File: src/design/vcsc_pkg.sv
// Package with the types, codes and constants of the voice capture session controller.
`default_nettype none

package vcsc_pkg;

    // Width of the millisecond timestamps and of the stored times.
    localparam int TIME_W = 32;
    // Width of the configuration registers and of the register index.
    localparam int CFG_W = 32;
    localparam int CFG_INDEX_W = 2;

    // Reset values of the configuration registers.
    localparam logic [CFG_W-1:0] MAX_CAPTURE_RESET = CFG_W'(8000);
    localparam logic [CFG_W-1:0] SILENCE_LIMIT_RESET = CFG_W'(1500);

    // Configuration register indexes.
    typedef enum logic [CFG_INDEX_W-1:0] {
        CFG_MAX_CAPTURE   = 2'd0,
        CFG_SILENCE_LIMIT = 2'd1
    } t_cfg_index;

    // Event codes.
    typedef enum logic [2:0] {
        OP_WAKE_WORD     = 3'd0,
        OP_VOICE         = 3'd1,
        OP_TICK          = 3'd2,
        OP_RESPONSE      = 3'd3,
        OP_PLAYBACK_DONE = 3'd4,
        OP_FAILURE       = 3'd5
    } t_op;

    // Action codes.
    typedef enum logic [2:0] {
        ACT_NONE         = 3'd0,
        ACT_BEGIN_STREAM = 3'd1,
        ACT_END_STREAM   = 3'd2,
        ACT_BEGIN_PLAY   = 3'd3,
        ACT_STOP_PLAY    = 3'd4,
        ACT_ABORT_STREAM = 3'd5
    } t_action;

    // Session phases.
    typedef enum logic [1:0] {
        PH_WAIT    = 2'd0,
        PH_CAPTURE = 2'd1,
        PH_AWAIT   = 2'd2,
        PH_PLAY    = 2'd3
    } t_phase;

    // One input item.
    typedef struct packed {
        logic [2:0]        operation;
        logic [TIME_W-1:0] now_ms;
    } t_in_item;

    // One result item.
    typedef struct packed {
        logic [2:0] action;
        logic [1:0] phase_now;
        logic       may_stream;
    } t_out_item;

    // Current configuration as seen by the session logic.
    typedef struct packed {
        logic [CFG_W-1:0] max_capture_ms;
        logic [CFG_W-1:0] silence_limit_ms;
    } t_cfg;

endpackage

`default_nettype wire

File: src/design/vcsc_cfg_regs.sv
// Configuration registers of the voice capture session controller.
`default_nettype none

module vcsc_cfg_regs (
    input  wire                              i_clk,
    input  wire                              i_rst_n,
    input  wire                              i_wr_en,
    input  wire [vcsc_pkg::CFG_INDEX_W-1:0]  i_wr_index,
    input  wire [vcsc_pkg::CFG_W-1:0]        i_wr_data,
    output vcsc_pkg::t_cfg                   o_cfg
);
    import vcsc_pkg::*;

    logic [CFG_W-1:0] r_max_capture_ms;
    logic [CFG_W-1:0] r_silence_limit_ms;

    // Decode the register index; other indexes are ignored.
    always_ff @(posedge i_clk) begin
        if (!i_rst_n) begin
            r_max_capture_ms   <= MAX_CAPTURE_RESET;
            r_silence_limit_ms <= SILENCE_LIMIT_RESET;
        end else if (i_wr_en) begin
            unique case (i_wr_index)
                CFG_MAX_CAPTURE:   r_max_capture_ms   <= i_wr_data;
                CFG_SILENCE_LIMIT: r_silence_limit_ms <= i_wr_data;
                default: ;
            endcase
        end
    end

    assign o_cfg.max_capture_ms   = r_max_capture_ms;
    assign o_cfg.silence_limit_ms = r_silence_limit_ms;

endmodule

`default_nettype wire

File: src/design/vcsc_session.sv
// Session phase machine with its stored times and the capture timeout checks.
`default_nettype none

module vcsc_session (
    input  wire                 i_clk,
    input  wire                 i_rst_n,
    input  wire                 i_step,
    input  vcsc_pkg::t_in_item  i_item,
    input  vcsc_pkg::t_cfg      i_cfg,
    output vcsc_pkg::t_out_item o_result
);
    import vcsc_pkg::*;

    t_phase            r_phase, n_phase;
    logic [TIME_W-1:0] r_capture_start, n_capture_start;
    logic [TIME_W-1:0] r_last_activity, n_last_activity;
    t_action           action;
    logic [TIME_W-1:0] elapsed;
    logic [TIME_W-1:0] quiet;
    logic              capture_done;

    // Modular differences wrap with the timestamp counter.
    assign elapsed = i_item.now_ms - r_capture_start;
    assign quiet   = i_item.now_ms - r_last_activity;
    assign capture_done = (elapsed >= i_cfg.max_capture_ms) ||
                          (quiet >= i_cfg.silence_limit_ms);

    // State registers advance only when an item is processed.
    always_ff @(posedge i_clk) begin
        if (!i_rst_n) begin
            r_phase         <= PH_WAIT;
            r_capture_start <= '0;
            r_last_activity <= '0;
        end else if (i_step) begin
            r_phase         <= n_phase;
            r_capture_start <= n_capture_start;
            r_last_activity <= n_last_activity;
        end
    end

    // Next phase and action for the current event.
    always_comb begin
        n_phase         = r_phase;
        n_capture_start = r_capture_start;
        n_last_activity = r_last_activity;
        action          = ACT_NONE;
        unique case (t_op'(i_item.operation))
            OP_WAKE_WORD: begin
                if (r_phase == PH_WAIT) begin
                    n_capture_start = i_item.now_ms;
                    n_last_activity = i_item.now_ms;
                    n_phase         = PH_CAPTURE;
                    action          = ACT_BEGIN_STREAM;
                end
            end
            OP_VOICE: begin
                if (r_phase == PH_CAPTURE) begin
                    n_last_activity = i_item.now_ms;
                end
            end
            OP_TICK: begin
                if (r_phase == PH_CAPTURE && capture_done) begin
                    n_phase = PH_AWAIT;
                    action  = ACT_END_STREAM;
                end
            end
            OP_RESPONSE: begin
                if (r_phase == PH_AWAIT) begin
                    n_phase = PH_PLAY;
                    action  = ACT_BEGIN_PLAY;
                end
            end
            OP_PLAYBACK_DONE: begin
                if (r_phase == PH_PLAY) begin
                    n_phase = PH_WAIT;
                    action  = ACT_STOP_PLAY;
                end
            end
            OP_FAILURE: begin
                if (r_phase == PH_CAPTURE) begin
                    action = ACT_ABORT_STREAM;
                end else if (r_phase == PH_PLAY) begin
                    action = ACT_STOP_PLAY;
                end
                n_phase = PH_WAIT;
            end
            default: ;
        endcase
    end

    // The result reports the phase after the event.
    assign o_result.action     = action;
    assign o_result.phase_now  = n_phase;
    assign o_result.may_stream = (n_phase == PH_CAPTURE);

endmodule

`default_nettype wire

File: src/design/voice_capture_session_controller.sv
// Top level of the voice capture session controller.
//
// Usage: events enter on the input channel (i_in_valid, o_in_stall, i_in_item) and each
// gives exactly one result item on the output channel (o_out_valid, i_out_stall,
// o_out_item). An item is taken at a clock edge where valid is high and stall is low.
// Every accepted item passes an input register, is evaluated against the session
// phase and stored times, and lands in the output register, from which its result
// is offered. One item per cycle is sustained while the receiver does not stall;
// that rate is set by the phase update, whose two timeout subtract-compare paths
// run between the input and output registers.
// When the receiver stalls, the result holds in the output register and the input
// register still takes one more item; stall then reaches the sender.
// Configuration writes (i_cfg_valid, o_cfg_ready, i_cfg_index, i_cfg_data) are always
// ready and are meant for idle periods; indexes other than 0 and 1 are ignored.
// A synchronous active-low reset empties both registers, sets the phase to waiting,
// clears the stored times and loads the timeout registers with 8000 ms and 1500 ms.
`default_nettype none

module voice_capture_session_controller (
    input  wire                             i_clk,
    input  wire                             i_rst_n,
    input  wire                             i_in_valid,
    output logic                            o_in_stall,
    input  vcsc_pkg::t_in_item              i_in_item,
    output logic                            o_out_valid,
    input  wire                             i_out_stall,
    output vcsc_pkg::t_out_item             o_out_item,
    input  wire                             i_cfg_valid,
    output logic                            o_cfg_ready,
    input  wire [vcsc_pkg::CFG_INDEX_W-1:0] i_cfg_index,
    input  wire [vcsc_pkg::CFG_W-1:0]       i_cfg_data
);
    import vcsc_pkg::*;

    logic      r_in_valid;
    t_in_item  r_in_item;
    logic      r_out_valid;
    t_out_item r_out_item;
    logic      advance;
    logic      in_accept;
    t_cfg      cfg;
    t_out_item result;

    // The input register moves on whenever the output register is free or being drained.
    assign advance    = r_in_valid && (!r_out_valid || !i_out_stall);
    assign o_in_stall = r_in_valid && !advance;
    assign in_accept  = i_in_valid && !o_in_stall;
    assign o_cfg_ready = 1'b1;

    vcsc_cfg_regs u_cfg_regs (
        .i_clk      (i_clk),
        .i_rst_n    (i_rst_n),
        .i_wr_en    (i_cfg_valid && o_cfg_ready),
        .i_wr_index (i_cfg_index),
        .i_wr_data  (i_cfg_data),
        .o_cfg      (cfg)
    );

    vcsc_session u_session (
        .i_clk    (i_clk),
        .i_rst_n  (i_rst_n),
        .i_step   (advance),
        .i_item   (r_in_item),
        .i_cfg    (cfg),
        .o_result (result)
    );

    // Input register control.
    always_ff @(posedge i_clk) begin
        if (!i_rst_n) begin
            r_in_valid <= 1'b0;
        end else if (in_accept) begin
            r_in_valid <= 1'b1;
        end else if (advance) begin
            r_in_valid <= 1'b0;
        end
    end

    // Input register payload.
    always_ff @(posedge i_clk) begin
        if (in_accept) begin
            r_in_item <= i_in_item;
        end
    end

    // Output register control.
    always_ff @(posedge i_clk) begin
        if (!i_rst_n) begin
            r_out_valid <= 1'b0;
        end else if (advance) begin
            r_out_valid <= 1'b1;
        end else if (!i_out_stall) begin
            r_out_valid <= 1'b0;
        end
    end

    // Output register payload.
    always_ff @(posedge i_clk) begin
        if (advance) begin
            r_out_item <= result;
        end
    end

    assign o_out_valid = r_out_valid;
    assign o_out_item  = r_out_item;

endmodule

`default_nettype wire

File: config.mk
export PLATFORM = sky130hd
export DESIGN_NAME = voice_capture_session_controller
export DESIGN_NICKNAME = d
export VERILOG_FILES = /design/src/design/vcsc_pkg.sv /design/src/design/vcsc_cfg_regs.sv /design/src/design/vcsc_session.sv /design/src/design/voice_capture_session_controller.sv
export SDC_FILE = /design/constraint.sdc
export NUM_CORES = 1
export LEC_CHECK = 0
export BUFFER_PORTS_ARGS = -buffer_cell sky130_fd_sc_hd__buf_2
export CORE_ASPECT_RATIO = 1.5
export CORE_MARGIN = 2
export CORE_UTILIZATION = 50
export CTS_CLUSTER_DIAMETER = 200
export DETAILED_ROUTE_END_ITERATION = 8
export HOLD_SLACK_MARGIN = 0.05
export PLACE_DENSITY_LB_ADDON = 0.12
export SLEW_MARGIN = 20
export SYNTH_ARGS = -nofsm -noshare
export SYNTH_HDL_FRONTEND = slang
export SYNTH_HIERARCHICAL = 1
export SYNTH_SLANG_ARGS = --single-unit
File: constraint.sdc
create_clock -name i_clk -period 10.6 [get_ports i_clk]
set_input_delay 0.53 -clock i_clk [delete_from_list [all_inputs] [get_ports i_clk]]
set_output_delay 0.53 -clock i_clk [all_outputs]
set_load 0.02 [all_outputs]
After elaboration in Yosys (flattened, before gate mapping) --
Index checks and enable logic that the tools add are counted.
Cells by class: magnitude comparators 2, reduce and logical (&&, ||, !) cells 19, muxes and demuxes 18, shift operators 0, divide/modulo/power cells 0, add/subtract/negate cells 2, bitwise operators 0, multipliers 0, equal/unequal tests 13
Operators with widths (count):
- $ge 32x32->1 | 2
- $mux 32 | 2
- $pmux 32 s2 | 1
- $sub 32x32->32 | 2
- $pmux 3 s5 | 1
- $mux 2 | 6
- $pmux 2 s5 | 1
- $eq 2x1->1 const B | 3
- $eq 3x2->1 const B | 2
- $eq 3x3->1 const B | 2
- $mux 3 | 2
- $ne 2x1->1 const B | 3
- $mux 1 | 5
- $eq 2x2->1 const B | 2
- $logic_and 1x1->1 | 4
- $logic_not 1->1 | 4
- $logic_not 2->1 | 2
- $reduce_and 2->1 | 2
- $reduce_and 4->1 | 1
- $reduce_bool 2->1 | 2
- $eq 3x1->1 const B | 1
- $logic_not 3->1 | 1
- $reduce_and 3->1 | 1
- $logic_or 1x1->1 | 2
Storage, ports and cells: latch bits 0, memories 0, ROM bits 0, input bits 74, logic and storage cells 66, bits in writable memories 0, register bits after elaboration 173, output and inout port bits 9

Logic depth before layout (Yosys ltp) --
word-level depth 8, mapped depth 21, depth with buffers taken out 21

By module --
The synthesis kept the hierarchy.
Modules (own cells, without submodules):
- vcsc_session | area an instance 7587.3 µm², seq. area each 1321.3 µm², instances 1, cells an instance 1039
- vcsc_cfg_regs | area an instance 2514.9 µm², seq. area each 1281.2 µm², instances 1, cells an instance 254
- voice_capture_session_controller | area an instance 1326.3 µm², seq. area each 1271.2 µm², instances 1, cells an instance 51

Least setup slack after synthesis --
OpenSTA, ideal clock, no wires.
path type flip-flop to flip-flop, start point register r_in_item[1] (netlist bit), end point register r_out_item, in the netlist o_out_item[2] (data pin), required time 10346 ps, setup time 254 ps, buffers on the path 0, path slack 6157 ps, period minus slack after synthesis 4443 ps, arrival time 4189 ps, stages on the path, launching flop included 19, cells stage by stage edfxtp_1 > ha_1 > nor2b_1 > o31ai_1 > a21oi_1 > a31oi_1 > nor2b_1 > a41oi_1 > o21ai_0 > xor2_1 > ha_1 > a21o_1 > a21o_1 > a2111oi_4 > o21ai_2 > a2111oi_4 > o211ai_2 > nor3b_2 > a21o_1
RTL lines:
- start, declared | RTL line voice_capture_session_controller.sv:36 | t_in_item r_in_item;
- start signal, assigned | RTL line voice_capture_session_controller.sv:82 | r_in_item <= i_in_item;
- end signal, assigned | RTL line voice_capture_session_controller.sv:100 | r_out_item <= result;
- end, declared | RTL line voice_capture_session_controller.sv:38 | t_out_item r_out_item;

==> results.cfg <==
[timing]
worst_pin_slew_ps = 1020
timing.hold.ws_ps = 261
setup_viol = 0
slew_violations = 0
max_freq_ghz = 0.187
skew_ps = 7.89
final_hold_viol_count = 0
final.setup.tns_ps = 0
final.min_clock_period_ps = 5350
rsz0062_at_grt = no
fin_crit_sh_pct = 50.5
relSlewSlack_pct = 31.8

[synthesis]
synth_area_per_cell_sq_um = 8.50
netlist_instances = 1344
async_flop_share_pct = 0
yosysUniqueCellTypes = 71
ys_ff_latch = 173
synthFlopType = dfxtp_1
syn-num-nets = 1546
synth-edff-count = 41
yosysSeqAreaShare_pct = 33.9
syn_area_sq_um = 11400
yosys_warnings = 6

[worst_setup_path]
cp.depth = 19
r2r.worst_path.cells = 19
endpoint = o_out_item[0]
regToRegSetupSlack_ps = 5250
crit_chain = inv_1, ha_1, inv_1, fa_1, a211oi_1, o2111ai_1, nand3_1, o21ai_0, a31o_2, a31o_2, a21oi_1, xnor2_1, ha_1, nand4_1, nor4_1, o311ai_0, o211ai_2, nor3b_2, a211oi_2
cp.required_ps = 10770
endpoint_kind = register
cpMaxStageDelayCell = nor4_1
crit_fanout = 4
crit_path_start_kind = register
crit_start = r_in_item[0]
r2r-end = o_out_item[0]
rr_startpoint = r_in_item[0]
path_class = reg -> reg
slowest_delay_ps = 580
cp.arrival_ps = 5520
critical_path_buf_inv_count = 2
crit_family = compound AO/OA/AOI/OAI gates

[layout]
n_fill_cell = 2088
syn2layout_area_growth_pct = 10.2
drive_gt1_share_pct = 9.60
finalInstanceArea_sq_um = 12600
final_util_pct = 56.2
nNetsFinal = 1606
num_antenna_cells = 0
regArea_sq_um = 3870
multiInputGateArea_sq_um = 6740

[route]
firstDrtPassIters = 5
via_count = 9147
drcViolationCount = 0
vias_per_cell = 5.40
avgRoutedWirePerCell_um = 15.1
wl_met1_mm = 13.0
first_iter_violations = 640
met2WireLength_mm = 11.5
ant_nets = 0
topRoutingLayerUsed = met4
wl_met3_um = 832
routed_wl_mm = 25.6

[job]
timing.max_cap.violations = 0

[floorplan]
initial_core_util_pct = 51.1
die_y_um = 189
io_pins = 83
num_rows = 67
core_sq_um = 22400
chipWidth_um = 127
die-area_sq_um = 24100

[status]
status = finished, final reports clean

[global_route]
antenna_found_initial = 0
grtUsageTotal_pct = 21.9
grt_pass1_wl_mm = 43.0
grt.overflow.total = 0
grt_max_degree = 106
grt_pass1_vias = 8881

[clock_tree]
cts_resized = 0
insertion_delay_ps = 440
cts_tree = yes
clock-sinks = 173
clkSlewWorstSetupHoldPaths_ps = 70
clock_path_buffers = 2
cts_hold_buffers = 0
htree_levels = 4
cts_buffers = 17
post_cts_buffers = 0
root_buffer = clkbuf_16

[power]
ir_worst_vdd_mv = 0.130
p_total_w = 0.00168
leakage_nw = 5.05
power_density_nw_per_um2 = 133

[place]
place_area_sq_um = 12000
gp_congestion = 0.921
io_buffers = 81
dp_hpwl_mm = 19.2

[worst_hold_path]
hp-class = in -> reg
## final cells by class
class	count	area share [%]
sequential	173	30.8
inverter	152	4.53
multi-input combinational	971	53.6
timing repair buffer	89	3.72
clock buffer	17	3.38
clock inverter	15	1.30
tap	276	2.74
## synthesized netlist by cell type (18+ instances only)
library cell / count / area, sq um
nand3_1: 25 / 125
a21o_1: 32 / 240
inv_1: 152 / 571
nand2_1: 252 / 946
a21oi_1: 67 / 335
mux2i_1: 57 / 571
nor2b_1: 24 / 150
xnor2_1: 37 / 324
nor2_1: 45 / 169
xor2_1: 18 / 158
o21ai_0: 36 / 180
o211ai_1: 20 / 150
a21boi_0: 69 / 518
edfxtp_1: 41 / 1230
dfxtp_1: 132 / 2640
ha_1: 126 / 1580
clkbuf_1: 30 / 113
## cell families (layout without fill, tap and decap cells)
logic type / after synthesis / count (layout) / share of synthesized area, %
buffers and inverters: 200 / 273 / 7.17
DFF: 173 / 173 / 33.9
AOI/OAI and AO/OA: 301 / 301 / 18.4
adders and majority gates: 129 / 129 / 14.2
xor gates and xnor gates: 55 / 55 / 4.22
other: 1 / 1 / 0.0328
muxes: 57 / 57 / 4.99
and+or+nand+nor: 428 / 428 / 17.1
## worst register-to-register path, stage by stage (launching register included)
cell and delay, ps:
edfxtp_1 410, inv_1 110, ha_1 180, inv_1 60
fa_1 420, a211oi_1 330, o2111ai_1 220, nand3_1 180
o21ai_0 210, a31o_2 350, a31o_2 240, a21oi_1 160
xnor2_1 100, ha_1 280, nand4_1 160, nor4_1 580
o311ai_0 440, o211ai_2 270, nor3b_2 290, a211oi_2 90
## per-stage QoR
step / std cells / setup WS (ps)
6_report: 1693 / 5250
5_1_grt: 1693 / 4930
4_1_cts: 1693 / 5230
3_5_place_dp: 1661 / 5250
3_3_place_gp: 1661 / 5210
2_1_floorplan: 1344 / 6160
## routing by layer
layer  up-vias  global-route usage, %
li1       4744                      -
met1      4241                   31.5
met2       143                   34.2
met3        19                   3.33
met4         0                   6.04
met5         -                      0
## sequential cells by signal, indices dropped and copies added, names as in the netlist, 2 cells and up
name	count
o_out_item	6
u_session/r_last_activity	32
u_session/r_capture_start	32
u_cfg_regs/r_silence_limit_ms	32
r_in_item	35
u_cfg_regs/r_max_capture_ms	32
u_session/r_phase	2
## placed cells by master (no fill, tap or decap), types with 41 or more instances in the layout
cell,count
nand2_1,252
inv_1,152
buf_2,80
mux2i_1,57
a21oi_1,67
nor2_1,45
a21boi_0,69
ha_1,126
edfxtp_1,41
dfxtp_1,132
## worst min path at each step
stage / endpoint / slack, ps / start / cells after the start
floorplan: u_cfg_regs/r_max_capture_ms[13] / 430 / u_cfg_regs/r_max_capture_ms[13] / 2
CTS: r_in_item[18] / 240 / i_in_item[18] / 1
finish: r_in_item[18] / 260 / i_in_item[18] / 1
detailed placement: u_cfg_regs/r_max_capture_ms[7] / 450 / u_cfg_regs/r_max_capture_ms[7] / 2
global placement: u_cfg_regs/r_max_capture_ms[7] / 440 / u_cfg_regs/r_max_capture_ms[7] / 2
global route: r_in_item[32] / 230 / i_in_item[32] / 1
## power by group
| part | internal, W | switching (W) | leakage [nW] |
|---|---|---|---|
| combinational | 0.000142 | 0.000185 | 3.29 |
| clock | 0.000337 | 0.000297 | 0.289 |
| sequential | 0.000698 | 0.0000183 | 1.47 |
Note: power is estimated with default switching activity, not from simulation.
